**src/rtl/qgap_pkg.sv**
```systemverilog
// Shared types, constants and register codes for the quantised global average pool.
// Depends on nothing; every other file in rtl but qgap_ram imports it.
package qgap_pkg;

    localparam int MAX_CHANNELS = 4096;
    localparam int CH_W         = $clog2(MAX_CHANNELS);
    localparam int OUT_CH_W     = 12;
    localparam int PIX_W        = 8;
    localparam int IMG_W        = 24;
    localparam int CNT_CH_W     = 13;
    localparam int ACC_W        = 33;
    localparam int MAG_W        = 32;
    localparam int MULT_W       = 24;
    localparam int SHIFT_W      = 6;
    localparam int PROD_W       = MAG_W + MULT_W;
    localparam int WIDE_W       = 64;
    localparam int Q_W          = 10;
    localparam int V_W          = 12;
    localparam int PIX_MAX      = 255;

    localparam int NUM_REGS     = 7;
    localparam int APB_DW       = 32;
    localparam int APB_AW       = $clog2(NUM_REGS * 4);

    localparam int QUEUE_DEPTH  = 4;
    localparam int QPTR_W       = $clog2(QUEUE_DEPTH);
    localparam int QCNT_W       = QPTR_W + 1;

    localparam logic LAYOUT_CHAN_MAJOR = 1'b0;
    localparam logic LAYOUT_PIX_MAJOR  = 1'b1;

    typedef enum logic [2:0] {
        REG_LAYOUT   = 3'd0,
        REG_CHANNELS = 3'd1,
        REG_IMAGE    = 3'd2,
        REG_ZP_IN    = 3'd3,
        REG_ZP_OUT   = 3'd4,
        REG_MULT     = 3'd5,
        REG_SHIFT    = 3'd6
    } t_reg_idx;

    // Configuration as the datapath sees it, with the degenerate counts resolved.
    typedef struct packed {
        logic                     layout;
        logic [CH_W-1:0]          nch_m1;
        logic [IMG_W-1:0]         npix_m1;
        logic [PIX_W-1:0]         zp_out;
        logic [MULT_W-1:0]        scale_mult;
        logic [SHIFT_W-1:0]       scale_shift;
        logic signed [ACC_W-1:0]  bias;
    } t_cfg;

    // One classified activation byte travelling from front to back.
    typedef struct packed {
        logic [PIX_W-1:0] pix;
        logic [CH_W-1:0]  ch;
        logic             first;
        logic             last_pix;
        logic             last_ch;
    } t_item;

endpackage

```
**src/rtl/qgap_front.sv**
```systemverilog
// Front end: accept activation bytes, track pixel and channel position, classify each byte.
// Depends on qgap_pkg.
module qgap_front (
    input  logic                   i_clk,
    input  logic                   i_rst_n,
    input  qgap_pkg::t_cfg         i_cfg,
    input  logic                   i_restart,
    input  logic                   i_pixel_valid,
    input  logic [qgap_pkg::PIX_W-1:0] i_pixel_value,
    input  logic                   i_full,
    output logic                   o_push,
    output qgap_pkg::t_item        o_item
);
    import qgap_pkg::*;

    logic [IMG_W-1:0] r_pix_cnt;
    logic [CH_W-1:0]  r_ch_cnt;
    logic [IMG_W-1:0] n_pix_cnt;
    logic [CH_W-1:0]  n_ch_cnt;
    logic             w_last_pix;
    logic             w_last_ch;

    assign o_push     = i_pixel_valid && !i_full;
    assign w_last_pix = (r_pix_cnt == i_cfg.npix_m1);
    assign w_last_ch  = (r_ch_cnt == i_cfg.nch_m1);

    assign o_item.pix      = i_pixel_value;
    assign o_item.ch       = r_ch_cnt;
    assign o_item.first    = (r_pix_cnt == '0);
    assign o_item.last_pix = w_last_pix;
    assign o_item.last_ch  = w_last_ch;

    always_comb begin
        n_pix_cnt = r_pix_cnt;
        n_ch_cnt  = r_ch_cnt;
        if (i_cfg.layout == LAYOUT_CHAN_MAJOR) begin
            if (w_last_pix) begin
                n_pix_cnt = '0;
                n_ch_cnt  = w_last_ch ? '0 : r_ch_cnt + CH_W'(1);
            end else begin
                n_pix_cnt = r_pix_cnt + IMG_W'(1);
            end
        end else begin
            if (w_last_ch) begin
                n_ch_cnt  = '0;
                n_pix_cnt = w_last_pix ? '0 : r_pix_cnt + IMG_W'(1);
            end else begin
                n_ch_cnt  = r_ch_cnt + CH_W'(1);
            end
        end
    end

    always_ff @(posedge i_clk) begin
        if (!i_rst_n || i_restart) begin
            r_pix_cnt <= '0;
            r_ch_cnt  <= '0;
        end else if (o_push) begin
            r_pix_cnt <= n_pix_cnt;
            r_ch_cnt  <= n_ch_cnt;
        end
    end

    a_pix_in_range: assert property (@(posedge i_clk) disable iff (!i_rst_n)
        r_pix_cnt <= i_cfg.npix_m1)
        else $error("pixel counter beyond image size");

    a_ch_in_range: assert property (@(posedge i_clk) disable iff (!i_rst_n)
        r_ch_cnt <= i_cfg.nch_m1)
        else $error("channel counter beyond channel count");

endmodule

```
**config.mk**
```make
export PLATFORM = sky130hd
export DESIGN_NAME = qgap_front
export DESIGN_NICKNAME = d
export VERILOG_FILES = /design/src/rtl/qgap_pkg.sv /design/src/rtl/qgap_front.sv
export SDC_FILE = /design/constraint.sdc
export NUM_CORES = 1
export LEC_CHECK = 0
export BUFFER_PORTS_ARGS = -buffer_cell sky130_fd_sc_hd__buf_2
export CAP_MARGIN = 20
export CORE_MARGIN = 4
export CORE_UTILIZATION = 49
export CTS_BUF_LIST = sky130_fd_sc_hd__clkbuf_16
export DETAILED_ROUTE_END_ITERATION = 7
export GPL_ROUTABILITY_DRIVEN = 1
export PLACE_DENSITY = 0.87
export REMOVE_ABC_BUFFERS = 1
export SLEW_MARGIN = 30
export SYNTH_ARGS = -nofsm -noshare
export SYNTH_HDL_FRONTEND = slang
export SYNTH_SLANG_ARGS = --single-unit
```
**constraint.sdc**
```tcl
create_clock -name i_clk -period 6.85 [get_ports i_clk]
set_clock_uncertainty 0.15 [all_clocks]
set_input_delay 0.685 -clock i_clk [delete_from_list [all_inputs] [get_ports i_clk]]
set_output_delay 0.685 -clock i_clk [all_outputs]
set_load 0.01 [all_outputs]
```
* After elaboration in Yosys (flattened, before gate mapping) *
Cells that the tools add are included.

storage, ports and cells
  register bits = 36
  latch bits = 0
  memory bits (writable) = 0
  memory bits (read-only) = 0
  input bits = 121
  logic and storage cells = 21
  memories = 0

cells by class
  add/sub/neg operators = 2
  $mul = 0
  divide/modulo/power cells = 0
  magnitude comparators = 0
  equal/unequal tests = 3
  shifts and indexed selects = 0
  mux-type cells = 6
  bitwise logic cells = 0
  reductions and logical operators = 8

operators by type and width
  operator                                                number
  two-way mux 24 bit                                      3
  two-way mux 12 bit                                      3
  adder 24 x 1 -> 24 bit (second input constant)          1
  equality test 24 bit                                    1
  zero test 24 bit                                        1
  adder 12 x 1 -> 12 bit (second input constant)          1
  equality test 12 bit                                    1
  AND reduction 2 bit                                     2
  zero test 1 bit                                         2
  inequality test 2 x 1 -> 1 bit (second input constant)  1
  nonzero test 2 bit                                      1
  logical AND 1 bit                                       1
  logical OR 1 bit                                        1

* Logic depth before layout (Yosys ltp) *
  depth after elaboration = 4
  mapped depth = 10
  depth with buffers taken out = 7

* Least setup slack after synthesis *
Ideal clock, no wire load.

  path type = input-to-output
  start point = input i_cfg[94] in the netlist's numbering
  end point = output o_item[1] in the netlist's numbering
  data arrival time = 1.912 ns
  required time = 6.015 ns
  setup slack = 4.103 ns
  stages on the path = 8
  path buffers = 3
  cell sequence = xnor2_1 nand4_1 nor4_2 nand2_2 inv_2 buf_6 buf_6 buf_4

between the ends
  word-level cells in the longest chain between the ends = 1

ends and longest elaborated chain
  what                  line              source
  start, declared       qgap_front.sv:6   input qgap_pkg::t_cfg i_cfg,
  equality test 24 bit  qgap_front.sv:24  assign w_last_pix = (r_pix_cnt == i_cfg.npix_m1);
  end, declared         qgap_front.sv:12  output qgap_pkg::t_item o_item

Every way passes these cells.

==> run summary <==
Entering global routing, the biggest net connects 36 pins. The fraction of layout cells with a size suffix above 1 is 20.40%. The first-pass GRT wire length came out at 11.64 mm.

The data arrival time of the critical path is 2.65 ns. The number of enable flip-flop cells after synthesis is 0. The clock net in this run drives a total of 36 sinks. The core region is 5172 sq um. The total negative slack came out at 0 ns. The worst-skew pair later-pin latency came out at 0.28 ns. After the last flow step, the layout net total stands at 476. The number of remaining DRC errors is 0. The run finished with clean final reports. The number of cells traversed by the worst hold path came out at 2. The total overflow reported by the global router came out at 0. The number of input and output port buffers inserted is 57. The gate count of the mapped netlist is 330. Setup violations remaining at the end of the flow were counted as 0. The number of setup buffers added after CTS is 0. The headroom to the max-slew limit is 38.49%.

The final clock period utilization by the worst path is 50.86%. The routed wire length came out at 7.034 mm. The highest achievable clock rate is 0.2870 GHz. The overall power of the completed layout came out at 0.0005103 W. The critical path crosses 6 cells after its start point. The repair_antennas step left the layout with diodes totalling 0. The final-report max-slew violation count is 0. The average wire per standard cell is 16.63 um. Hold timing on the final database bottoms out at a slack of 0.3763 ns. The worst setup path is captured at an output port. Traced cell by cell, the critical path runs through xnor2_1 -> nand4_1 -> nor4_2 -> nand2_2 -> inv_2 -> buf_2.

The clock edge transition at the registers on the reported setup and hold paths is 0.06 ns. Clock tree synthesis inserted a total of 5 buffers. In this run the number of H-tree levels came out at 2. The I/O pin count is 145. The largest fanout on the critical path is 30. The number of detailed-route iterations in the first pass came out at 5. The vias per cell is 6.326. Leaving out fill and tap cells, the most frequent cells in the layout are sky130_fd_sc_hd__buf_2, sky130_fd_sc_hd__dfxtp_1, sky130_fd_sc_hd__nand2_1, sky130_fd_sc_hd__xnor2_1, sky130_fd_sc_hd__a32o_1. The startpoint of the tightest hold check path is r_pix_cnt[23]. The area growth from synthesis to layout is 12.58%. The share of the yosys chip area belonging to registers is 27.35%. Of all cell types, the one taking the most synthesized area is sky130_fd_sc_hd__dfxtp_1. The worst hold path belongs to the class register to register. The worst path in the final design needs a cycle of 3.484 ns, including I/O delays and setup.

The floorplan has 26 rows. Once detail routing completed, the nets flagged for antenna violations numbered 0. TritonCTS built the clock tree. Among cell families on the critical path, the largest total delay comes from simple AND/OR/NAND/NOR gates. The worst hold path terminates at r_pix_cnt[23]. The full die area is 6615 sq um.

The sum of buffers and inverters on the critical path came out at 2. The area of the mapped netlist came out at 2635 sq um. The starting density of the core came out at 50.94%. The count of hold-fix buffers inserted at cts is 0. The critical path in this run is classified as register to output port. The final count of hold timing violations came out at 0. The number of global-route vias before repair came out at 2496. The endpoint identified for the worst register-to-register timing path is r_pix_cnt[9]. The flip-flop cell with the highest count after synthesis is sky130_fd_sc_hd__dfxtp_1. By area the synthesized netlist is led by sky130_fd_sc_hd__dfxtp_1, sky130_fd_sc_hd__a32o_1, sky130_fd_sc_hd__xnor2_1, sky130_fd_sc_hd__xor2_1, sky130_fd_sc_hd__nand2_1.

Setup repair after global routing left no endpoint under its margin. Data on the critical path is required at its endpoint by 6.01 ns. The height of the chip came out at 81.33 um. Post-CTS repair changed the size of 0 cells. The maximum count of clock buffers along a single path came out at 2. The most critical setup path has its startpoint at r_pix_cnt[14]. The static power due to leakage came out at 1.099 nW. The cell with the largest stage delay on the worst path is sky130_fd_sc_hd__nor4_2.

The worst stage delay on the critical path came out at 0.64 ns. Setup slack on the worst reg-to-reg path comes out at 3.93 ns. In this run the critical register-to-register path is launched from r_pix_cnt[14]. The count of routing violations after the opening detailed-route iteration is 278. The slew at the pin closest to its max-slew limit is 0.9227 ns.

The number of different library cells in the post-synthesis netlist is 44. For this run, the total global-route usage over all layers was measured as 22.09%. After legalization and detailed placement, the total HPWL measured 5.017 mm. The most frequent standard cell in the layout excluding fill and tap cells is sky130_fd_sc_hd__buf_2.

The async set or reset register ratio after synthesis came out at 0%. The maximum resistive drop on vdd came out at 0.00009703 V. The post-synthesis average cell area is 7.985 sq um. The final core area utilization is 57.35%. The initial antenna violation count is 0. At the end of routability-driven placement, the weighted congestion stood at 0.9040. The Yosys step of the flow raised 0 warnings.

The worst setup path is launched from a register. The fraction of synthesized cell area taken by the top area cell type is 27.35%. Power spread over the standard cell area amounts to 172.0 nW/um^2. The cell sitting at the root of the clock tree is a sky130_fd_sc_hd__clkbuf_16.

The x dimension of the die came out at 81.33 um. The via count of the routed design came out at 2676. The number of flip-flops and latches in the synthesized netlist came out at 36. Max-cap violations in this run came to 0. Measured in cells, the most critical reg-to-reg path has a length of 7.
==> synth_stat cells (2+ instances only) <==
| cell type | number |
|---|---|
| sky130_fd_sc_hd__ha_1 | 3 |
| sky130_fd_sc_hd__and2_1 | 3 |
| sky130_fd_sc_hd__nor2b_1 | 2 |
| sky130_fd_sc_hd__buf_2 | 8 |
| sky130_fd_sc_hd__a2bb2oi_1 | 6 |
| sky130_fd_sc_hd__a21oi_1 | 11 |
| sky130_fd_sc_hd__buf_4 | 10 |
| sky130_fd_sc_hd__nor2_1 | 15 |
| sky130_fd_sc_hd__o2bb2ai_1 | 2 |
| sky130_fd_sc_hd__o21ai_1 | 2 |
| sky130_fd_sc_hd__and4_1 | 2 |
| sky130_fd_sc_hd__o221ai_1 | 9 |
| sky130_fd_sc_hd__nor4b_1 | 2 |
| sky130_fd_sc_hd__xnor2_1 | 24 |
| sky130_fd_sc_hd__dfxtp_1 | 36 |
| sky130_fd_sc_hd__a21o_1 | 3 |
| sky130_fd_sc_hd__nand2b_1 | 2 |
| sky130_fd_sc_hd__a32o_1 | 21 |
| sky130_fd_sc_hd__nand4_1 | 12 |
| sky130_fd_sc_hd__nor3_1 | 15 |
| sky130_fd_sc_hd__inv_1 | 4 |
| sky130_fd_sc_hd__nor3b_1 | 11 |
| sky130_fd_sc_hd__buf_6 | 3 |
| sky130_fd_sc_hd__xor2_1 | 12 |
| sky130_fd_sc_hd__nand2_1 | 27 |
| sky130_fd_sc_hd__a211oi_1 | 2 |
| sky130_fd_sc_hd__nor4_1 | 12 |
| sky130_fd_sc_hd__and3_1 | 9 |
| sky130_fd_sc_hd__or4_1 | 3 |
| sky130_fd_sc_hd__o21ai_0 | 13 |
| sky130_fd_sc_hd__clkbuf_1 | 22 |
| sky130_fd_sc_hd__nand3_1 | 12 |
==> worst max-delay path by stage <==
stage                end  slack, ns
4_1_cts        o_item[1]       3.43
6_report       o_item[1]       3.37
3_3_place_gp   o_item[1]       3.56
5_1_grt        o_item[1]       3.21
3_5_place_dp   o_item[1]       3.47
2_1_floorplan  o_item[1]       4.24
==> cell families after synthesis <==
family	after synthesis	synth area share, %
AND/OR/NAND/NOR	130	27.02
AO/OA/AOI/OAI	75	22.17
buffers and inverters	49	9.686
XOR/XNOR	36	11.97
flip-flops	36	27.35
adder cells (fa/ha/maj)	3	1.425
multiplexers	1	0.3799
==> layout make-up <==
class | instances | area (sq um)
inverters | 5 | 18.77
multi-input cells | 245 | 1675
flip-flops and latches | 36 | 720.7
clock buffers | 5 | 125.1
well taps | 70 | 87.58
repair buffers | 59 | 300.3
clock inverters | 3 | 38.79
fillers | 474 | 2206
==> stage by stage <==
step	instances	instance area, sq um	setup slack [ns]
finish	423	2967	3.366
global route	423	2967	3.211
CTS	423	2967	3.425
detailed placement	415	2803	3.467
global placement	415	2786	3.557
floorplan	286	2399	4.245
==> report_power, final <==
part | switching, W | internal (W) | total [W]
Combinational | 0.0000243 | 0.0000185 | 0.0000428
Sequential | 0.000000462 | 0.000210 | 0.000210
Clock | 0.0000877 | 0.000170 | 0.000257
==> tightest hold or removal path: cells and delay by family (launching register included) <==
family | cells | cell delay (ns)
flops | 1 | 0.35
compound gates | 1 | 0.05
simple gates | 1 | 0.08
==> metal layers <==
layer	global-route usage (%)	wire length, um
met2	35.10	3128
met3	4.767	769
met5	0	0
met4	6.926	88
met1	29.70	3048
==> flip-flops by register name (all words and copies together) (netlist names) <==
signal and count:
r_ch_cnt 12, r_pix_cnt 24
(Power assumes the default switching activity.)
