==> config.mk <==
export PLATFORM = sky130hd
export DESIGN_NAME = qgap_queue
export DESIGN_NICKNAME = d
export VERILOG_FILES = /design/src/rtl/qgap_pkg.sv /design/src/rtl/qgap_queue.sv
export SDC_FILE = /design/constraint.sdc
export NUM_CORES = 1
export LEC_CHECK = 0
export ABC_AREA = 1
export ABC_CLOCK_PERIOD_IN_PS = 1500
export BUFFER_PORTS_ARGS = -buffer_cell sky130_fd_sc_hd__buf_2
export CAP_MARGIN = 20
export CORE_MARGIN = 2
export CORE_UTILIZATION = 45
export DETAILED_ROUTE_END_ITERATION = 12
export GPL_ROUTABILITY_DRIVEN = 0
export PLACE_DENSITY_LB_ADDON = 0.15
export SETUP_SLACK_MARGIN = 0.3
export SYNTH_ARGS = -nofsm -noshare
export SYNTH_HDL_FRONTEND = slang
export SYNTH_SLANG_ARGS = --single-unit
==> constraint.sdc <==
create_clock -name i_clk -period 1.5 [get_ports i_clk]
set_clock_uncertainty 0.05 [all_clocks]
set_input_delay 0.075 -clock i_clk [delete_from_list [all_inputs] [get_ports i_clk]]
set_output_delay 0.075 -clock i_clk [all_outputs]
set_load 0.01 [all_outputs]
==> src/rtl/qgap_pkg.sv <==
// Shared types, constants and register codes for the quantised global average pool.
// Depends on nothing; every other file in rtl but qgap_ram imports it.
package qgap_pkg;

    localparam int MAX_CHANNELS = 4096;
    localparam int CH_W         = $clog2(MAX_CHANNELS);
    localparam int OUT_CH_W     = 12;
    localparam int PIX_W        = 8;
    localparam int IMG_W        = 24;
    localparam int CNT_CH_W     = 13;
    localparam int ACC_W        = 33;
    localparam int MAG_W        = 32;
    localparam int MULT_W       = 24;
    localparam int SHIFT_W      = 6;
    localparam int PROD_W       = MAG_W + MULT_W;
    localparam int WIDE_W       = 64;
    localparam int Q_W          = 10;
    localparam int V_W          = 12;
    localparam int PIX_MAX      = 255;

    localparam int NUM_REGS     = 7;
    localparam int APB_DW       = 32;
    localparam int APB_AW       = $clog2(NUM_REGS * 4);

    localparam int QUEUE_DEPTH  = 4;
    localparam int QPTR_W       = $clog2(QUEUE_DEPTH);
    localparam int QCNT_W       = QPTR_W + 1;

    localparam logic LAYOUT_CHAN_MAJOR = 1'b0;
    localparam logic LAYOUT_PIX_MAJOR  = 1'b1;

    typedef enum logic [2:0] {
        REG_LAYOUT   = 3'd0,
        REG_CHANNELS = 3'd1,
        REG_IMAGE    = 3'd2,
        REG_ZP_IN    = 3'd3,
        REG_ZP_OUT   = 3'd4,
        REG_MULT     = 3'd5,
        REG_SHIFT    = 3'd6
    } t_reg_idx;

    // Configuration as the datapath sees it, with the degenerate counts resolved.
    typedef struct packed {
        logic                     layout;
        logic [CH_W-1:0]          nch_m1;
        logic [IMG_W-1:0]         npix_m1;
        logic [PIX_W-1:0]         zp_out;
        logic [MULT_W-1:0]        scale_mult;
        logic [SHIFT_W-1:0]       scale_shift;
        logic signed [ACC_W-1:0]  bias;
    } t_cfg;

    // One classified activation byte travelling from front to back.
    typedef struct packed {
        logic [PIX_W-1:0] pix;
        logic [CH_W-1:0]  ch;
        logic             first;
        logic             last_pix;
        logic             last_ch;
    } t_item;

endpackage

==> src/rtl/qgap_queue.sv <==
// Short flop-based queue of classified items between front and back.
// Depends on qgap_pkg.
module qgap_queue (
    input  logic            i_clk,
    input  logic            i_rst_n,
    input  logic            i_push,
    input  qgap_pkg::t_item i_item,
    input  logic            i_pop,
    output qgap_pkg::t_item o_head,
    output logic            o_empty,
    output logic            o_full
);
    import qgap_pkg::*;

    t_item             r_mem [QUEUE_DEPTH];
    logic [QPTR_W-1:0] r_wr_ptr;
    logic [QPTR_W-1:0] r_rd_ptr;
    logic [QCNT_W-1:0] r_count;

    assign o_empty = (r_count == '0);
    assign o_full  = (r_count == QCNT_W'(QUEUE_DEPTH));
    assign o_head  = r_mem[r_rd_ptr];

    always_ff @(posedge i_clk) begin
        if (i_push) begin
            r_mem[r_wr_ptr] <= i_item;
        end
    end

    always_ff @(posedge i_clk) begin
        if (!i_rst_n) begin
            r_wr_ptr <= '0;
            r_rd_ptr <= '0;
            r_count  <= '0;
        end else begin
            if (i_push) begin
                r_wr_ptr <= r_wr_ptr + QPTR_W'(1);
            end
            if (i_pop) begin
                r_rd_ptr <= r_rd_ptr + QPTR_W'(1);
            end
            case ({i_push, i_pop})
                2'b10:   r_count <= r_count + QCNT_W'(1);
                2'b01:   r_count <= r_count - QCNT_W'(1);
                default: r_count <= r_count;
            endcase
        end
    end

    a_count_bound: assert property (@(posedge i_clk) disable iff (!i_rst_n)
        r_count <= QCNT_W'(QUEUE_DEPTH))
        else $error("queue occupancy exceeds depth");

    a_push_counts: assert property (@(posedge i_clk) disable iff (!i_rst_n)
        (i_push && !i_pop) |=> (r_count == $past(r_count) + QCNT_W'(1)))
        else $error("push lost or occupancy miscounted");

endmodule

# --- Word-level counts from Yosys, hierarchy flattened ---
# Memories as Yosys holds them, arrays and structs flattened. A register that Yosys moved wholly into a read port is not among the register bits.
# Cells that the tools add are included.
word_totals:
  mem_count: 1
  regBits: 7
  mem_bits_rw: 92
  word_cells: 18
  in_bits: 27
classes:
  n_addsub: 4
  mux: 5
  n_eq_ne: 3
  n_reduce_logical: 2
mem_list:
  columns: ["name", "depth", "word_bits", "rd", "rd_clocked_by_memory_dff", "wr", "line", "rtl"]
  rows:
  - ["r_mem", 4, 23, 1, 1, 1, "qgap_queue.sv:15", "t_item r_mem [QUEUE_DEPTH];"]
op_table:
  columns: ["op", "n"]
  rows:
  - ["$pmux W3 S2", 1]
  - ["$add A2 B1 Y2 const B", 2]
  - ["$mux W2", 2]
  - ["$add A3 B1 Y3 const B", 1]
  - ["$eq A3 B3 Y1 const B", 1]
  - ["$logic_not A3 Y1", 1]
  - ["$sub A3 B1 Y3 const B", 1]
  - ["$eq A2 B1 Y1 const B", 1]
  - ["$eq A2 B2 Y1 const B", 1]
  - ["$mux W1", 2]
  - ["$reduce_bool A2 Y1", 1]

# --- Depth between registers and ports, before layout ---
# Gate-level depths: netlist of run 1.
depth:
  depth_word: 3
  mapped_depth: 10

# --- Worst setup path before layout of run 1 ---
# Ideal clock, no wire load.
synth_path:
  path_kind: "register -> register"
  from: "register r_wr_ptr[0]"
  to: "memory r_mem[2][0] (netlist name) (enable)"
  path_slack_ns: 0.022
  arrival_ns: 1.050
  path_stages_with_launch: 5
  required_time_ns: 1.072
  synth_period_minus_slack_ns: 1.478
  path_cell_list: "dfxtp_1 > inv_1 > ha_1 > nand2_1 > inv_1"
synth_lines:
  columns: ["element", "line", "rtl"]
  rows:
  - ["from (decl)", "qgap_queue.sv:16", "logic [QPTR_W-1:0] r_wr_ptr;"]
  - ["from (signal assigned)", "qgap_queue.sv:37", "r_wr_ptr <= r_wr_ptr + QPTR_W'(1);"]
  - ["to (decl)", "qgap_queue.sv:15", null]
# No word-level cell before the write port.

==> results of run 1 <==
==> report_power, final <==
group | switching (W) | total (W) | internal, W | leakage (nW)
logic | 0.000573 | 0.00113 | 0.000561 | 1.17
registers | 0.0000610 | 0.00327 | 0.00320 | 0.922
clock network | 0.000962 | 0.00175 | 0.000791 | 0.100
total | 0.00160 | 0.00615 | 0.00456 | 2.19
==> per-stage QoR <==
step                hold slack, ns  worst slack (ns)  std cells  TNS (ns)  utilization (%)
global placement             0.241             0.178        441         0             50.7
detailed placement           0.241             0.153        441         0             50.7
global route                0.0280            -0.153        520     -2.72             66.0
CTS                        0.00302           -0.0899        509     -1.16             62.5
floorplan                    0.124             0.169        279         0                -
finish                     0.00865           -0.0983        520     -1.27             66.0
==> flip-flops by register name, indices dropped and copies added, names as in the netlist, named ones only <==
register  flops
r_mem        92
r_rd_ptr      2
r_count       3
r_wr_ptr      2
==> area by class of cell <==
class                   instances  area, um^2  share of cell area [%]
flip-flops and latches        101        2960                    49.2
repair buffers                124        1310                    21.9
multi-input cells             148        1240                    20.6
well taps                     111         139                    2.31
clock buffers                   9         124                    2.06
inverters                      17         113                    1.87
clock inverters                 7        81.3                    1.35
repair inverters                3        47.5                   0.791
==> kinds of logic after synthesis <==
logic type,count (synthesis)
fa+ha+maj,6
simple gates,62
compound gates,80
buf+inv,30
flops,101
==> timing repair <==
action	CTS	global route
hold buffers	25	0
endpoints found under the hold margin	101	0
setup buffers	20	5
gates resized for setup	92	34
gates cloned	7	6
pin swaps	5	11
setup endpoints to repair	110	119
==> synthesized netlist by cell type <==
master and instances:
dlymetal6s2s_1 1, a21oi_1 5, nand3_1 1, nand4_1 1, o21ai_2 17, dfxtp_1 9, o21ai_0 35, nor2_2 17
nand2_1 9, clkbuf_4 3, o22ai_2 16, buf_2 2, inv_12 1, buf_12 4, buf_4 1, nor2_1 26
edfxtp_1 92, inv_1 13, ha_1 5, fa_1 1, o22ai_1 7, buf_6 1, nor3_1 2, buf_8 1
nor2_4 6, inv_2 3
==> worst max-delay path, stage by stage, from the launching register on <==
cell	delay, ns
dfxtp_4	0.39
buf_12	0.17
inv_12	0.13
nor2_2	0.06
o22ai_2	0.20
buf_2	0.16
==> metal layers <==
layer | track usage [%] | vias up
met5 | 0 | -
met4 | 7.48 | 0
met3 | 4.25 | 14
met2 | 31.8 | 62
met1 | 22.7 | 1321
li1 | - | 1283
==> final timing paths <==
kind / to / startpoint
worst min register to register: register / r_rd_ptr[1]
worst min-delay path: r_count[0] / i_pop
worst max register to register: r_mem[2][17] / r_wr_ptr[1]
worst max-delay path: o_head[3] / register
==> results.toml, run 1 <==
[drt]
drt_wl_total_mm = 9.20
dr.max_layer_used = "met4"
routedWlPerCell_um = 17.7
met2WireLength_mm = 4.76
drtPass1Iterations = 4
drt_iter0_markers = 130
wl_met3_um = 320
vias = 2680
remaining_drc_errors = 0
drtAntennaViolNets = 0
met1_length_mm = 3.93
viasPerCell = 5.15

[setup_path]
rr_worst_depth = 6
crit_path_end_kind = "primary output"
cp.arrival_ns = 1.47
worst_setup_path_start_kind = "register"
worstPathRequired_ns = 1.37
regToRegSetupSlack_ns = 0.09
path_class = "reg -> out"
critPathMaxFanout = 11

[finish]
area_growth_pct = 43.8
n_fill_cell = 638
nets = 437
final_cell_mix = "92 x edfxtp_1, 51 x buf_2, 29 x o21ai_2"
antenna_cells = 0
layout_commonest_cell = "edfxtp_1"
fin_area_um2 = 6010
drive_gt1_share_pct = 56.5

[grt]
grt_max_degree = 24
grt_usage_pct = 18.5
grt_overflow_total = 0
grt_pass1_vias = 2573
antenna_found_initial = 0
grt_pass1_wl_mm = 13.5

[clock_network]
root_buffer = "clkbuf_8"
clock_latency_ns = 0.36
h-tree-depth = 3
cts_made_buffers = 9
clkSlewWorstSetupHoldPaths_ns = 0.09
clock_path_buffers = 2
cts_tree = "yes"
cts_sinks = 101

[logic_synthesis]
yosys.area_share.adder_pct = 1.98
synth_area_um2 = 4180
synth-xor-area-share_pct = 0
syn_area_per_cell_um2 = 15.0
synth_top_family_by_area = "compound AO/OA/AOI/OAI gates"
synth.mux.area_fraction_pct = 0
synth_nets = 312
ys_types = 26
synthCells = 279
synth-compound-area-share_pct = 14.2
synth.top_cells.by_area = "edfxtp_1 66%, o22ai_2 4.8%, dfxtp_1 4.3%"
yosys_warnings = 0
yosysSeqAreaShare_pct = 70.4
synth_top_area_share_pct = 66.1
synth-simple-area-share_pct = 7.81
synth-seq-cells = 101
yosysTopAreaCell = "edfxtp_1"

[placement]
postPlaceCellArea_um2 = 4620
io_buffers = 51
dp_hpwl_mm = 4.55

[sta]
relSlewSlack_pct = 85.2
fin_crit_sh_pct = 107
tightest_slew_ns = 0.220
setup_violations = 23
fmax_mhz = 626
fin_ws_ns = -0.0983
rsz0062_at_grt = "true"
hold_violations = 0
timing.final.crit_period_ns = 1.60
final_max_slew_viol_count = 0

[flow_run]
drv_cap = 0

[floorplan]
ios = 52
coreArea_um2 = 9110
die_width_um = 100
placementRows = 35
start_util_pct = 45.9
die_h_um = 100
fp.dieArea_um2 = 10100

[hold_path]
hold_depth = 3
hold_path.class = "in -> reg"

[run_status]
violations = "setup timing"
outcome = "complete, but fails checks"

[power]
power.leakage_nw = 2.19
peakVddDrop_mv = 0.642
total_power_w = 0.00615
power_density_nw_per_um2 = 1020
(Power assumes the default switching activity.)
==> run 2, diff against run 1 <==
CORE_ASPECT_RATIO = 1.1   (was unset)
==> run 2 against run 1 <==
Net effect:
- utilization is 3.7 points lower
- largest cell class unchanged
- worst hold slack better by 0.014 ns
- sequential share of layout area is 3.7 points higher
- cell count is 2.5% lower
- the flow still finishes with violations (setup timing)
- cell area is 7.1% lower
- highest routed layer unchanged
- non-clock buffer count is 13 lower
- power is 4.2% lower
==> results.toml, run 2 (same netlist as run 1, synthesis figures left out) <==
[drt]
drtPass1Iterations = 4
drt_iter0_markers = 95
routedWlPerCell_um = 16.8
viasPerCell = 5.12
drtAntennaViolNets = 0
remaining_drc_errors = 0
vias = 2595
drt_wl_total_mm = 8.53

[grt]
top_usage_layer = "met2"
antenna_found_initial = 0
gr-usage-met1_pct = 22.9
grt_pass1_wl_mm = 13.3
grtUsageMet2_pct = 30.1
grt_pass1_vias = 2569
met3_usage_pct = 2.60
grt_max_degree = 47
grt_usage_pct = 17.9
grt_overflow_total = 0

[hold_path]
min_to = "r_count[0]"
hold_depth = 3
hold_path.class = "in -> reg"
hp-start = "i_pop"

[finish]
area_growth_pct = 33.6
largest_reg_flops = 92
top_register = "r_mem"
reg_top3 = "r_mem (92), r_count (3)"
nets = 421
drive_gt1_share_pct = 47.8
ff_latch_area_um2 = 2960
n_fill_cell = 679
fin_area_um2 = 5580
antenna_cells = 0
layout_commonest_cell = "edfxtp_1"
multi_input_comb_area_um2 = 1100
final_cell_mix = "92 x edfxtp_1, 51 x buf_2, 27 x o21ai_1"

[power]
peakVddDrop_mv = 0.539
power_density_nw_per_um2 = 1060
power.leakage_nw = 2.02

[sta]
fmax_mhz = 645
rsz0062_at_grt = "true"
fin_ws_ns = -0.0513
tightest_slew_ns = 0.275
final_max_slew_viol_count = 0
relSlewSlack_pct = 81.6
setup_violations = 11
hold_violations = 0
fin_crit_sh_pct = 103
timing.final.crit_period_ns = 1.55
tns_ns = -0.188

[setup_path]
worst_setup_path_start_kind = "register"
critPathMaxFanout = 46
r2r_start = "r_wr_ptr[0]"
crit_path_end_kind = "primary output"
path_class = "reg -> out"
rr_worst_depth = 7
regToRegSetupSlack_ns = 0.03
reg2reg_to = "r_mem[2][7]"
worstPathRequired_ns = 1.37
cp.arrival_ns = 1.43

[clock_network]
clkSlewWorstSetupHoldPaths_ns = 0.08
cts_made_buffers = 9
clock_path_buffers = 2
cts_sinks = 101
cts_tree = "yes"
clock_latency_ns = 0.35
root_buffer = "clkbuf_8"
h-tree-depth = 3

[floorplan]
die_h_um = 105
ios = 52
die_width_um = 95.9
start_util_pct = 46.6
coreArea_um2 = 8960
fp.dieArea_um2 = 10100
placementRows = 36

[placement]
io_buffers = 51
postPlaceCellArea_um2 = 4630
dp_hpwl_mm = 4.75

[flow_run]
drv_cap = 0

[run_status]
violations = "setup timing"
outcome = "complete, but fails checks"
[run 2: power by group]
part | switching [W] | internal, W | leakage, nW | total (W)
Combinational | 0.000494 | 0.000463 | 1.01 | 0.000957
Clock | 0.000864 | 0.000815 | 0.0926 | 0.00168
Sequential | 0.0000588 | 0.00320 | 0.922 | 0.00326
[run 2: cell type report]
class | count | area share, %
clock buffer | 12 | 2.60
inverter | 17 | 1.79
timing repair buffer | 111 | 19.5
tap | 114 | 2.55
multi-input combinational | 148 | 19.7
sequential | 101 | 52.9
clock inverter | 4 | 0.896
[run 2: worst max path at each step]
stage,start,to,depth (start not counted)
finish,register,o_head[22],4
CTS,register,o_head[15],4
global placement,i_push,r_count[2],11
global route,register,o_head[22],4
detailed placement,i_push,r_count[2],11
floorplan,r_wr_ptr[0],r_mem[0][0],4
[run 2: worst max-delay path, cell delays in order (launching register included)]
cell     delay [ns]
dfxtp_4        0.47
inv_16         0.14
o21ai_0        0.22
o22ai_2        0.10
buf_2          0.15
[run 2: repair_timing]
item / in CTS / in global routing
resized for setup: 48 / 25
hold buffers: 25 / 0
setup endpoints to repair: 109 / 119
setup buffers: 10 / 5
hold endpoints to repair: 100 / 0
gates cloned: 6 / 2
pin swaps: 0 / 1
[run 2: through the flow]
stage	utilization (%)	cells	power, W	hold slack, ns	worst slack [ns]
after global placement	51.6	443	0.00402	0.240	0.167
after detailed placement	51.6	443	0.00404	0.242	0.152
after floorplan	-	279	0.00378	0.124	0.169
after global routing	62.3	507	0.00614	0.0579	-0.109
final	62.3	507	0.00590	0.0224	-0.0513
after CTS	61.0	500	0.00588	0.0158	-0.0739
[run 2: metal layers]
layer / routed length (um) / up-vias
met5: 0 / -
met4: 185 / 0
met3: 282 / 13
met2: 4510 / 51
met1: 3550 / 1284
li1: - / 1247
==> run 3, diff against run 2 <==
CORE_ASPECT_RATIO = unset   (was 1.1)
HOLD_SLACK_MARGIN = 0.05   (was unset)
==> run 3 against run 2 <==
Net effect:
- the run still ends with setup timing left
- largest power group unchanged
- critical path type unchanged
- global-route usage rose by 0.68 points
- wire length up 8.8%
- via count is 4.3% higher
- sequential cell count unchanged
==> results.toml, run 3 (same netlist as run 1, synthesis figures left out) <==
[grt]
antenna_found_initial = 0
grt_usage_pct = 18.6
grt_max_degree = 24
grt_overflow_total = 0
grt_pass1_wl_mm = 13.6
grt_pass1_vias = 2603

[sta]
rsz0062_at_grt = "true"
fin_ws_ns = -0.0973
fin_crit_sh_pct = 106
tns_ns = -1.26
relSlewSlack_pct = 85.3
timing.final.crit_period_ns = 1.60
hold_violations = 0
tightest_slew_ns = 0.218
fmax_mhz = 626
final_max_slew_viol_count = 0
setup_violations = 23

[clock_network]
cts_made_buffers = 9
root_buffer = "clkbuf_8"
clock_latency_ns = 0.36
h-tree-depth = 3
cts_tree = "yes"
clkSlewWorstSetupHoldPaths_ns = 0.09
clock_path_buffers = 2
cts_sinks = 101

[finish]
multi_input_comb_area_um2 = 1240
drive_gt1_share_pct = 56.2
layout_commonest_cell = "edfxtp_1"
antenna_cells = 0
utilization_pct = 66.2
fin_area_um2 = 6030
area_growth_pct = 44.3
largest_reg_flops = 92
reg_top3 = "r_mem (92), r_count (3)"
nets = 439
final_cell_mix = "92 x edfxtp_1, 51 x buf_2, 29 x o21ai_2"
n_fill_cell = 637
ff_latch_area_um2 = 2960
top_register = "r_mem"

[floorplan]
die_width_um = 100
coreArea_um2 = 9110
fp.dieArea_um2 = 10100
start_util_pct = 45.9
ios = 52
die_h_um = 100
placementRows = 35

[run_status]
violations = "setup timing"
outcome = "complete, but fails checks"

[setup_path]
crit_path_end_kind = "primary output"
worstPathRequired_ns = 1.37
cp_slowest_cell = "dfxtp_4"
worst_setup_path_start_kind = "register"
r2r_start = "r_wr_ptr[1]"
cp.arrival_ns = 1.47
regToRegSetupSlack_ns = 0.09
crit_chain = "buf_12 > inv_12 > nor2_2 > o22ai_2 > buf_2"
cpLargestDelayFamily = "buffers and inverters"
reg2reg_to = "r_mem[2][17]"
slowest_delay_ns = 0.39
path_class = "reg -> out"
critical_path_buf_inv_count = 3
rr_worst_depth = 6
critPathMaxFanout = 11
cp.depth = 5

[hold_path]
hold_path.class = "in -> reg"
hp-start = "i_pop"
min_to = "r_count[1]"
hold_depth = 4

[power]
total_power_w = 0.00616
power_density_nw_per_um2 = 1020
peakVddDrop_mv = 0.640
power.leakage_nw = 2.20

[placement]
io_buffers = 51
postPlaceCellArea_um2 = 4620
pre_cts_ws_ns = 0.153
dp_hpwl_mm = 4.55

[drt]
vias = 2706
drt_iter0_markers = 137
remaining_drc_errors = 0
viasPerCell = 5.18
routedWlPerCell_um = 17.8
drtAntennaViolNets = 0
drtPass1Iterations = 4
drt_wl_total_mm = 9.28

[flow_run]
drv_cap = 0
run 3: final cells by class:
| class | count | share of cell area, % |
|---|---|---|
| clock buffer | 9 | 2.05 |
| tap | 111 | 2.30 |
| clock inverter | 7 | 1.35 |
| timing repair buffer | 126 | 22.1 |
| sequential | 101 | 49.0 |
| multi-input combinational | 148 | 20.5 |
| timing repair inverter | 3 | 0.788 |
| inverter | 17 | 1.87 |
run 3: routing by layer:
metal	wire length, um	vias to the layer above	track usage, %
met1	3940	1346	22.8
met4	189	0	7.48
li1	-	1287	-
met2	4820	60	32.0
met5	0	-	0
met3	320	13	4.25
run 3: through the flow:
stage | hold WS, ns | cells
2_1_floorplan | 0.124 | 279
3_3_place_gp | 0.241 | 441
3_5_place_dp | 0.241 | 441
4_1_cts | 0.140 | 510
5_1_grt | 0.160 | 522
6_report | 0.127 | 522
run 3: worst reg2reg max path, stage by stage, from the launching register on:
cell        delay [ns]
dfxtp_2           0.35
buf_6             0.12
buf_6             0.11
ha_4              0.16
nand2_4           0.06
clkinvlp_4        0.14
buf_12            0.19
run 3: worst max path at each step:
stage | from | endpoint | slack (ns)
floorplan | r_wr_ptr[0] | r_mem[0][0] | 0.17
global placement | i_push | r_count[2] | 0.18
detailed placement | i_push | r_count[1] | 0.15
CTS | register | o_head[3] | -0.09
global route | register | o_head[8] | -0.15
finish | register | o_head[3] | -0.1
run 3: where the power goes:
part | internal (W) | switching, W
clock network | 0.000791 | 0.000962
registers | 0.00320 | 0.0000612
logic | 0.000566 | 0.000575
total | 0.00456 | 0.00160
run 3: what timing repair did:
| action | CTS | global route |
|---|---|---|
| endpoints found under the setup margin | 110 | 119 |
| endpoints found under the hold margin | 101 | 1 |
| cloned | 7 | 6 |
| resized for setup | 92 | 34 |
| buffers inserted | 20 | 5 |
| hold buffers | 26 | 2 |
| pin swaps | 5 | 11 |
