**src/rtl/qgap_pkg.sv**
```systemverilog
// Shared types, constants and register codes for the quantised global average pool.
// Depends on nothing; every other file in rtl but qgap_ram imports it.
package qgap_pkg;

    localparam int MAX_CHANNELS = 4096;
    localparam int CH_W         = $clog2(MAX_CHANNELS);
    localparam int OUT_CH_W     = 12;
    localparam int PIX_W        = 8;
    localparam int IMG_W        = 24;
    localparam int CNT_CH_W     = 13;
    localparam int ACC_W        = 33;
    localparam int MAG_W        = 32;
    localparam int MULT_W       = 24;
    localparam int SHIFT_W      = 6;
    localparam int PROD_W       = MAG_W + MULT_W;
    localparam int WIDE_W       = 64;
    localparam int Q_W          = 10;
    localparam int V_W          = 12;
    localparam int PIX_MAX      = 255;

    localparam int NUM_REGS     = 7;
    localparam int APB_DW       = 32;
    localparam int APB_AW       = $clog2(NUM_REGS * 4);

    localparam int QUEUE_DEPTH  = 4;
    localparam int QPTR_W       = $clog2(QUEUE_DEPTH);
    localparam int QCNT_W       = QPTR_W + 1;

    localparam logic LAYOUT_CHAN_MAJOR = 1'b0;
    localparam logic LAYOUT_PIX_MAJOR  = 1'b1;

    typedef enum logic [2:0] {
        REG_LAYOUT   = 3'd0,
        REG_CHANNELS = 3'd1,
        REG_IMAGE    = 3'd2,
        REG_ZP_IN    = 3'd3,
        REG_ZP_OUT   = 3'd4,
        REG_MULT     = 3'd5,
        REG_SHIFT    = 3'd6
    } t_reg_idx;

    // Configuration as the datapath sees it, with the degenerate counts resolved.
    typedef struct packed {
        logic                     layout;
        logic [CH_W-1:0]          nch_m1;
        logic [IMG_W-1:0]         npix_m1;
        logic [PIX_W-1:0]         zp_out;
        logic [MULT_W-1:0]        scale_mult;
        logic [SHIFT_W-1:0]       scale_shift;
        logic signed [ACC_W-1:0]  bias;
    } t_cfg;

    // One classified activation byte travelling from front to back.
    typedef struct packed {
        logic [PIX_W-1:0] pix;
        logic [CH_W-1:0]  ch;
        logic             first;
        logic             last_pix;
        logic             last_ch;
    } t_item;

endpackage

```
**src/rtl/qgap_regs.sv**
```systemverilog
// APB-style configuration registers and the derived datapath settings.
// Depends on qgap_pkg.
module qgap_regs (
    input  logic                          i_clk,
    input  logic                          i_rst_n,
    input  logic                          psel,
    input  logic                          penable,
    input  logic                          pwrite,
    input  logic [qgap_pkg::APB_AW-1:0]   paddr,
    input  logic [qgap_pkg::APB_DW-1:0]   pwdata,
    output logic [qgap_pkg::APB_DW-1:0]   prdata,
    output logic                          pready,
    output qgap_pkg::t_cfg                o_cfg,
    output logic                          o_restart
);
    import qgap_pkg::*;

    logic                 r_layout;
    logic [CNT_CH_W-1:0]  r_channels;
    logic [IMG_W-1:0]     r_image;
    logic [PIX_W-1:0]     r_zp_in;
    logic [PIX_W-1:0]     r_zp_out;
    logic [MULT_W-1:0]    r_mult;
    logic [SHIFT_W-1:0]   r_shift;
    logic signed [ACC_W-1:0] r_bias;

    logic                 w_wr;
    t_reg_idx             w_idx;
    logic [IMG_W-1:0]     w_npix;
    logic [MAG_W-1:0]     w_zp_prod;
    logic [CH_W-1:0]      w_nch_m1;

    assign pready = 1'b1;
    assign w_wr   = psel && penable && pwrite;
    assign w_idx  = t_reg_idx'(paddr[APB_AW-1:2]);

    always_ff @(posedge i_clk) begin
        if (!i_rst_n) begin
            r_layout   <= LAYOUT_CHAN_MAJOR;
            r_channels <= CNT_CH_W'(1);
            r_image    <= IMG_W'(1);
            r_zp_in    <= '0;
            r_zp_out   <= '0;
            r_mult     <= MULT_W'(24'h800000);
            r_shift    <= SHIFT_W'(31);
        end else if (w_wr) begin
            case (w_idx)
                REG_LAYOUT:   r_layout   <= pwdata[0];
                REG_CHANNELS: r_channels <= pwdata[CNT_CH_W-1:0];
                REG_IMAGE:    r_image    <= pwdata[IMG_W-1:0];
                REG_ZP_IN:    r_zp_in    <= pwdata[PIX_W-1:0];
                REG_ZP_OUT:   r_zp_out   <= pwdata[PIX_W-1:0];
                REG_MULT:     r_mult     <= pwdata[MULT_W-1:0];
                REG_SHIFT:    r_shift    <= pwdata[SHIFT_W-1:0];
                default:      ;
            endcase
        end
    end

    // Any write to a defined register restarts the image.
    always_comb begin
        case (w_idx)
            REG_LAYOUT, REG_CHANNELS, REG_IMAGE, REG_ZP_IN,
            REG_ZP_OUT, REG_MULT, REG_SHIFT: o_restart = w_wr;
            default:                         o_restart = 1'b0;
        endcase
    end

    always_comb begin
        case (w_idx)
            REG_LAYOUT:   prdata = APB_DW'(r_layout);
            REG_CHANNELS: prdata = APB_DW'(r_channels);
            REG_IMAGE:    prdata = APB_DW'(r_image);
            REG_ZP_IN:    prdata = APB_DW'(r_zp_in);
            REG_ZP_OUT:   prdata = APB_DW'(r_zp_out);
            REG_MULT:     prdata = APB_DW'(r_mult);
            REG_SHIFT:    prdata = APB_DW'(r_shift);
            default:      prdata = '0;
        endcase
    end

    assign w_npix = (r_image == '0) ? IMG_W'(1) : r_image;

    always_comb begin
        if (r_channels == '0) begin
            w_nch_m1 = '0;
        end else if (32'(r_channels) > MAX_CHANNELS) begin
            w_nch_m1 = CH_W'(MAX_CHANNELS - 1);
        end else begin
            w_nch_m1 = CH_W'(r_channels - CNT_CH_W'(1));
        end
    end

    // Starting sum of every channel, registered from the input zero point and image size.
    assign w_zp_prod = MAG_W'(r_zp_in) * MAG_W'(w_npix);

    always_ff @(posedge i_clk) begin
        r_bias <= -$signed({1'b0, w_zp_prod});
    end

    assign o_cfg.layout      = r_layout;
    assign o_cfg.nch_m1      = w_nch_m1;
    assign o_cfg.npix_m1     = w_npix - IMG_W'(1);
    assign o_cfg.zp_out      = r_zp_out;
    assign o_cfg.scale_mult  = r_mult;
    assign o_cfg.scale_shift = r_shift;
    assign o_cfg.bias        = r_bias;

endmodule

```
**config.mk**
```make
export PLATFORM = sky130hd
export DESIGN_NAME = qgap_regs
export DESIGN_NICKNAME = d
export VERILOG_FILES = /design/src/rtl/qgap_pkg.sv /design/src/rtl/qgap_regs.sv
export SDC_FILE = /design/constraint.sdc
export NUM_CORES = 1
export LEC_CHECK = 0
export ABC_CLOCK_PERIOD_IN_PS = 8300
export BUFFER_PORTS_ARGS = -buffer_cell sky130_fd_sc_hd__buf_2
export CORE_ASPECT_RATIO = 2
export CORE_MARGIN = 4
export CORE_UTILIZATION = 55
export CTS_BUF_LIST = sky130_fd_sc_hd__clkbuf_4
export DETAILED_ROUTE_END_ITERATION = 6
export GPL_ROUTABILITY_DRIVEN = 0
export PLACE_DENSITY = 0.78
export SYNTH_ARGS = -nofsm -noshare
export SYNTH_HDL_FRONTEND = slang
export SYNTH_SLANG_ARGS = --single-unit
export TNS_END_PERCENT = 100
```
**constraint.sdc**
```tcl
create_clock -name i_clk -period 8.3 [get_ports i_clk]
set_clock_uncertainty 0.2 [all_clocks]
set_input_delay 1.245 -clock i_clk [delete_from_list [all_inputs] [get_ports i_clk]]
set_output_delay 1.245 -clock i_clk [all_outputs]
set_load 0.03 [all_outputs]
```
# After elaboration in Yosys (flattened, before gate mapping)
# Cells that the tools add are included.
# totals
ff_bits	117
latch_bits	0
ramBits	0
romBits	0
inputBits	42
out_inout_bits	142
elab_cells	37
mem_count	0
# op_classes
n_addsub	3
multipliers	1
div_mod_pow	0
n_lt_le_gt_ge	1
eq_ne	6
n_shift	0
n_mux	5
bitwise_logic	0
reduce_logical	13
# op_table
operator	count
$pmux 24 s7	1
$neg 32->33	1
$mul 8x24->32	1
$logic_not 24->1	1
$mux 12	2
$mux 24	1
$sub 24x1->24 const B	1
$reduce_and 2->1	7
$gt 13x13->1 const B	1
$logic_not 13->1	1
$sub 12x1->12 const B	1
$eq 3x3->1 const B	3
$reduce_or 7->1	1
$eq 3x2->1 const B	2
$eq 3x1->1 const B	1
$logic_not 3->1	1
$logic_and 1x1->1	2
$mux 1	1

# Depth between registers and ports, before layout
# Gate-level depths: netlist of the first run.
# depth
depth_word	4
depth_mapped	22
depth_no_buf	21

# Worst setup path before layout of the first run
# OpenSTA, ideal clock, no wires.
# synth_path
kind	reg-to-reg
start	register r_image[15]
end	register r_bias[27]
setup_time_ps	91
arrival_time_ps	6001
required_ps	8009
slack_ps	2008
path_stages_with_launch	21
path_buffers	1
synth_period_minus_slack_ps	6292
path_cell_list	dfxtp_1 > or4_4 > or4_4 > or4_4 > nor4_2 > or2_1 > buf_4 > nand2_1 > fa_1 > fa_1 > fa_1 > inv_1 > fa_1 > inv_1 > ha_1 > o211ai_1 > a21o_1 > a31oi_1 > a41oi_1 > and2_1 > a311oi_1
# synth_between
elab_chain_len	4
# synth_rtl
element	line	rtl
start: declaration	qgap_regs.sv:20	logic [IMG_W-1:0] r_image;
start signal: assignment	qgap_regs.sv:50	REG_IMAGE: r_image <= pwdata[IMG_W-1:0];
$logic_not 24->1	qgap_regs.sv:82	assign w_npix = (r_image == '0) ? IMG_W'(1) : r_image;
$mux 24 (*)	qgap_regs.sv:82	
$mul 8x24->32 (*)	qgap_regs.sv:95	assign w_zp_prod = MAG_W'(r_zp_in) * MAG_W'(w_npix);
$neg 32->33 (*)	qgap_regs.sv:98	r_bias <= -$signed({1'b0, w_zp_prod});
end signal: assignment	qgap_regs.sv:98	
end: declaration	qgap_regs.sv:25	logic signed [ACC_W-1:0] r_bias;
# Every way passes the cells marked *; elsewhere a longest branch is shown, timed or not.
# A chain may end at the register's enable or synchronous reset.

# Worst setup path after layout of the first run
# layout_path
start	register r_image[15]
end	register r_bias[31]
# The elaborated chain is that of the path after synthesis.

==> run_results.csv, run 1 <==
group,metric,value,unit
min_path,worstHoldPathType,"reg -> reg",
critical_path,crit_path_start_kind,"register",
global_route,track_usage,28.3,%
drt,drt-total-wl,33700,um
logic_synthesis,syn-instance-count,1491,
timing,max-slew-margin-rel,25.9,%
global_route,grt_overflow,0,
logic_synthesis,synthTopCellsByArea,"fa_1 (22%), dfxtp_1 (19%), nand2_1 (9.0%)",
critical_path,cp.required,8.61,ns
drt,viasPerCell,5.70,
min_path,hold_start,"r_mult[21]$_SDFFE_PN0P_",
floorplanning,coreArea,21600,sq um
clock_tree,clk_pin_slew,0.12,ns
drt,drtPass1Iterations,6,
timing,holdWs,0.291,ns
critical_path,worstRegToRegCells,19,
placed_design,port_buffers,164,
critical_path,setup.worst_path.end_class,"register",
pwr,powerDensity,92.8,nW/um^2
critical_path,crit_path_max_fanout,15,
floorplanning,row_count,76,
clock_tree,clk_path_buf_depth,2,
timing,final_max_slew_viol_count,0,
global_route,grtUsageMet1,28.2,%
logic_synthesis,synth_edf_count,0,
drt,vias,10700,
timing,fin_crit,7.17,ns
timing,rsz0062_at_grt,"no",
clock_tree,root_buffer,"clkbuf_4",
floorplanning,die-width,113,um
placed_design,post-dp-hpwl,26400,um
layout,drive_above_1_share,13.3,%
timing,setup_viol,0,
drt,drcViolationCount,0,
flow_run,cap_violations,0,
global_route,grt-busiest-layer,"met2",
timing,setup_slack,1.13,ns
clock_tree,numCtsBuffers,17,
global_route,grt_pass1_wl,55100,um
logic_synthesis,ys_warn_count,0,
placed_design,dpl_cell_area,12900,sq um
layout,nNetsFinal,1840,
clock_tree,postCtsHoldBufs,0,
min_path,min_path_cells,2,
min_path,whs_endpoint,"r_mult[21]$_SDFFE_PN0P_",
run_status,status,"finished clean",
logic_synthesis,ys_seq_elements,117,
placed_design,pre_cts_ws,1.17,ns
drt,drt_iter0_markers,759,
critical_path,r2r_setup_slack,1.13,ns
drt,antenna_left,0,
timing,min_period_over_period,86.4,%
clock_tree,cts_resized,0,
critical_path,r2r_end,"r_bias[31]$_DFF_P_",
global_route,antenna_found_initial,1,
critical_path,cp.arrival,7.48,ns
logic_synthesis,async_flop_share,0,%
global_route,first_global_vias,11200,
logic_synthesis,ys_types,59,
global_route,grtUsageMet3,4.28,%
critical_path,crit_type,"reg -> reg",
pwr,p_leak,6.33,nW
global_route,grt_util_met2,52.7,%
timing,fin_setup_tns,0,ns
floorplanning,num_io_pins,184,
floorplanning,die_area,24500,sq um
layout,area_growth,8.99,%
layout,fill_cells,1906,
timing,max_freq,139,MHz
placed_design,dp_cells,1839,
critical_path,worstReg2RegStart,"r_image[15]$_SDFFE_PN0P_",
drt,wl_per_cell,18.0,um
logic_synthesis,synthFlopType,"dfxtp_1",
logic_synthesis,seq_area_frac_synth,19.4,%
layout,multi_input_area,8460,sq um
timing,tightestPinTransition,1.11,ns
pwr,peakVddDrop,104,uV
layout,fin_cells,1872,
logic_synthesis,yosysTopAreaCell,"fa_1",
logic_synthesis,synth_top_area_share,22.4,%
layout,seqCellArea,2340,sq um
clock_tree,post_cts_buffers,0,
global_route,grt_max_degree,85,
pwr,power,1.22,mW
clock_tree,htree_levels,4,
layout,stdcell_area,13100,sq um
clock_tree,clk_latency,0.60,ns
clock_tree,cts_tree,"built",
timing,hold_viol,0,
logic_synthesis,synth_area_per_cell,8.08,sq um
clock_tree,cts_sinks,117,
layout,final_util,60.9,%
floorplanning,die_y,217,um
logic_synthesis,syn-cell-area,12100,sq um
floorplanning,start_util,55.8,%
==> logic make-up after synthesis <==
group	share of synthesized area, %
buffers and inverters	10.6
adders and majority gates	30.5
and+or+nand+nor	20.3
AOI/OAI and AO/OA	12.3
muxes	3.03
other	0.0623
xor gates and xnor gates	3.78
DFF	19.4
==> worst max-delay path by stage <==
stage	from	to	cells after the start
after global routing	r_image[16]$_SDFFE_PN0P_	r_bias[31]$_DFF_P_	19
after CTS	r_image[15]$_SDFFE_PN0P_	r_bias[27]$_DFF_P_	19
after global placement	r_image[15]$_SDFFE_PN0P_	r_bias[27]$_DFF_P_	19
after detailed placement	r_image[15]$_SDFFE_PN0P_	r_bias[27]$_DFF_P_	19
after floorplan	r_image[15]$_SDFFE_PN0P_	r_bias[27]$_DFF_P_	20
final	r_image[15]$_SDFFE_PN0P_	r_bias[31]$_DFF_P_	19
==> final cells by class <==
cell class	instances	share of cell area, %
multi-input combinational	1053	64.4
clock buffer	18	1.03
timing repair buffer	170	6.59
clock inverter	14	1.04
antenna	1	0.0191
tap	273	2.60
sequential	117	17.8
inverter	226	6.46
==> worst max-delay path: stages, from the launching register on <==
cell	delay, ns
dfxtp_1	0.49
or4_4	0.62
or4_4	0.44
or4_4	0.53
nor4_2	0.24
or2_1	0.34
nand2_1	0.13
fa_1	0.55
fa_1	0.54
fa_1	0.55
inv_1	0.06
fa_1	0.53
inv_1	0.04
ha_1	0.35
o211ai_1	0.11
a21o_1	0.20
a31oi_1	0.42
a31oi_1	0.24
o211a_1	0.27
a211oi_1	0.23
==> where the power goes <==
group          internal [mW]  total, mW  leakage, nW  switching, mW
combinational         0.0617      0.197         5.24          0.135
sequential             0.583      0.596        0.948         0.0130
clock                  0.179      0.427        0.143          0.248
total                  0.823       1.22         6.33          0.396
==> layer usage <==
metal / wire (um) / up-vias
li1: - / 4882
met1: 11100 / 5160
met2: 18300 / 461
met3: 1840 / 163
met4: 2550 / 0
met5: 0 / -
==> cells in the mapped netlist, types with 12 or more instances <==
| cell | n |
|---|---|
| a22o_1 | 12 |
| xnor2_1 | 27 |
| nor2_1 | 46 |
| nor3_1 | 15 |
| a21oi_1 | 49 |
| dfxtp_1 | 117 |
| clkbuf_1 | 88 |
| nor2b_1 | 26 |
| fa_1 | 135 |
| o21ai_0 | 36 |
| a21boi_0 | 61 |
| inv_1 | 226 |
| ha_1 | 78 |
| and2_1 | 79 |
| mux2i_1 | 32 |
| nand3_1 | 14 |
| xor2_1 | 25 |
| nand2_1 | 290 |
==> layout by cell type, fill, tap and decap left out, types with 5 or more instances in the layout <==
master / Yosys / layout
a21boi_0: 61 / 61
a21o_1: 10 / 10
a21oi_1: 49 / 49
a221oi_1: 7 / 7
a22o_1: 12 / 12
a22oi_1: 8 / 8
a31oi_1: 6 / 6
and2_1: 79 / 79
buf_2: 0 / 164
buf_4: 11 / 6
clkbuf_4: 0 / 18
conb_1: 2 / 9
dfxtp_1: 117 / 117
fa_1: 135 / 135
ha_1: 78 / 78
inv_1: 226 / 226
mux2i_1: 32 / 32
nand2_1: 290 / 290
nand2b_1: 6 / 6
nand3_1: 14 / 14
nand4_1: 11 / 11
nor2_1: 46 / 46
nor2b_1: 26 / 26
nor3_1: 15 / 15
nor4_1: 7 / 7
o21ai_0: 36 / 36
or3_1: 5 / 5
xnor2_1: 27 / 27
xor2_1: 25 / 25
==> registers in the layout, summed over array words and instances, names as in the netlist <==
register and cells:
r_channels 13, r_mult 24, r_shift 6, r_zp_out 8, r_image 24, r_zp_in 8, r_bias 33, r_layout 1
(Power assumes the default switching activity.)
==> run 2, diff against run 1 <==
--- a/config.mk
+++ b/config.mk
@@ -6,14 +6,14 @@
 export NUM_CORES = 1
 export LEC_CHECK = 0
 export ABC_CLOCK_PERIOD_IN_PS = 8300
-export BUFFER_PORTS_ARGS = -buffer_cell sky130_fd_sc_hd__buf_2
+export BUFFER_PORTS_ARGS = -buffer_cell sky130_fd_sc_hd__buf_4
 export CORE_ASPECT_RATIO = 2
 export CORE_MARGIN = 4
-export CORE_UTILIZATION = 55
+export CORE_UTILIZATION = 45
 export CTS_BUF_LIST = sky130_fd_sc_hd__clkbuf_4
 export DETAILED_ROUTE_END_ITERATION = 6
 export GPL_ROUTABILITY_DRIVEN = 0
-export PLACE_DENSITY = 0.78
+export PLACE_DENSITY = 0.66
 export SYNTH_ARGS = -nofsm -noshare
 export SYNTH_HDL_FRONTEND = slang
 export SYNTH_SLANG_ARGS = --single-unit
==> constraint.sdc (replaced) <==
create_clock -name i_clk -period 8.3 [get_ports i_clk]
set_clock_uncertainty 0.2 [all_clocks]
set_input_delay 1.66 -clock i_clk [delete_from_list [all_inputs] [get_ports i_clk]]
set_output_delay 1.66 -clock i_clk [all_outputs]
set_load 0.03 [all_outputs]
==> run 2 against run 1 <==
- utilization decreased by 9.1 points
- combinational power rose by 9%
- hold slack worse by 0.00083 ns
- first-iteration DRC count shrank 40%
- final cell count up 3.7%
- routed wire length fell by 3.9%
- largest cell class unchanged
- fmax fell by 3.9%
- non-clock buffer count down 2
- clock power up 12%
==> run_results.csv, run 2 (synthesis results as in run 1) <==
group,metric,value,unit
drt,drtPass1Iterations,6,
clock_tree,htree_levels,4,
min_path,worstHoldPathType,"reg -> reg",
timing,max_freq,134,MHz
pwr,seqPwrFrac,46.2,%
timing,setup_viol,0,
layout,area_growth,13.3,%
pwr,powerDensity,94.3,nW/um^2
clock_tree,clk_path_buf_depth,2,
drt,viasPerCell,5.25,
pwr,p_int,0.873,mW
timing,hold_viol,0,
floorplanning,num_io_pins,184,
timing,final_max_slew_viol_count,0,
pwr,p_leak,6.38,nW
layout,top_regs,"r_bias: 33 flops, r_image: 24 flops, r_mult: 24 flops",
floorplanning,row_count,84,
clock_tree,root_buffer,"clkbuf_4",
pwr,switchingPower,0.414,mW
layout,largest_register,"r_bias",
layout,drive_above_1_share,13.3,%
drt,vias,10200,
timing,fin_crit,7.47,ns
critical_path,setup.worst_path.end_class,"register",
pwr,switching_share,32.2,%
critical_path,crit_path_start_kind,"register",
clock_tree,clk_latency,0.61,ns
timing,rsz0062_at_grt,"no",
floorplanning,die-width,124,um
clock_tree,numCtsBuffers,17,
run_status,status,"finished clean",
critical_path,cp.arrival,7.78,ns
timing,tightestPinTransition,1.09,ns
timing,fin_setup_tns,0,ns
global_route,track_usage,22.8,%
drt,wl_per_cell,16.7,um
clock_tree,postCtsHoldBufs,0,
layout,final_common_cell,"nand2_1",
placed_design,port_buffers,164,
timing,min_period_over_period,89.9,%
clock_tree,post_cts_buffers,0,
clock_tree,cts_resized,0,
drt,drt-total-wl,32400,um
timing,holdWs,0.290,ns
global_route,antenna_found_initial,1,
pwr,combPwrFrac,16.6,%
flow_run,cap_violations,0,
global_route,first_global_vias,10700,
placed_design,post-dp-hpwl,25500,um
layout,largest_register_ffs,33,
drt,antenna_left,0,
timing,max-slew-margin-rel,27.0,%
clock_tree,cts_sinks,117,
floorplanning,coreArea,26400,sq um
critical_path,crit_type,"reg -> reg",
global_route,grt_pass1_wl,52900,um
pwr,peakVddDrop,142,uV
critical_path,crit_path_max_fanout,15,
clock_tree,clk_pin_slew,0.12,ns
global_route,grt_overflow,0,
critical_path,cp.required,8.61,ns
layout,final_cell_mix,"nand2_1 (290), inv_1 (226), buf_4 (168)",
drt,drcViolationCount,0,
floorplanning,die_y,239,um
layout,nNetsFinal,1838,
pwr,clockPowerShare,37.1,%
floorplanning,start_util,45.7,%
floorplanning,die_area,29600,sq um
clock_tree,cts_tree,"built",
drt,drt_iter0_markers,453,
global_route,grt_max_degree,85,
==> run 2: changes by cell type in the layout (fill, tap and decap cells not counted), sizes merged <==
cell	previous run	this run
clkbuf	18	17
buf	170	168
bufinv	2	3
clkinvlp	3	1
clkinv	8	7
inv	227	230
==> run 2: critical path, stage by stage (launching register included) <==
cell      delay [ns]
dfxtp_1         0.50
or4_4           0.63
or4_4           0.44
or4_4           0.55
nor4_2          0.27
or2_1           0.33
nand2_1         0.13
fa_1            0.55
fa_1            0.52
fa_1            0.55
inv_1           0.05
fa_1            0.53
inv_1           0.04
ha_1            0.36
o211ai_1        0.11
a21o_1          0.20
a31oi_1         0.51
a41oi_1         0.36
and2_1          0.28
a311oi_1        0.26
==> run 2: final timing paths <==
check | from | endpoint | cells after the start | slack, ns
setup / recovery | r_image[15]$_SDFFE_PN0P_ | r_bias[27]$_DFF_P_ | 19 | 0.83
hold / removal | r_mult[18]$_SDFFE_PN0P_ | r_mult[18]$_SDFFE_PN0P_ | 2 | 0.29
setup reg to reg | r_image[15]$_SDFFE_PN0P_ | r_bias[27]$_DFF_P_ | 19 | 0.83
hold reg to reg | r_mult[18]$_SDFFE_PN0P_ | r_mult[18]$_SDFFE_PN0P_ | 2 | 0.29
==> run 2: metrics by stage <==
stage / util (%) / cell area (sq um) / setup slack [ns] / total power, mW / cells
global route: 51.8 / 13700 / 0.469 / 1.34 / 1941
floorplan: - / 12100 / 2.01 / 0.742 / 1498
CTS: 51.8 / 13700 / 0.784 / 1.31 / 1940
finish: 51.8 / 13700 / 0.834 / 1.29 / 1941
detailed placement: 50.6 / 13400 / 0.828 / 0.823 / 1908
global placement: 50.6 / 13400 / 0.951 / 0.822 / 1908
==> run 2: final cells by class <==
class / count / area, sq um
fillers: 2524 / 12700
multi-input cells: 1053 / 8470
flip-flops and latches: 117 / 2340
repair buffers: 168 / 1260
inverters: 226 / 848
well taps: 344 / 430
clock inverters: 15 / 176
clock buffers: 17 / 128
diodes: 1 / 2.50
==> run 2: power groups by stage <==
stage	logic, mW	registers (mW)	clock network, mW
2_1_floorplan	0.100	0.642	0
3_3_place_gp	0.213	0.609	0
3_5_place_dp	0.215	0.609	0
4_1_cts	0.215	0.596	0.494
5_1_grt	0.229	0.598	0.516
6_report	0.214	0.595	0.478
==> run 2: layer usage <==
layer / up-vias / GRT usage (%) / part of all wire (%)
met3: 90 / 4.75 / 5.1
met4: 0 / 12.6 / 5.0
met1: 4930 / 24.0 / 36
met2: 294 / 41.2 / 54
met5: - / 0 / 0
li1: 4872 / - / -
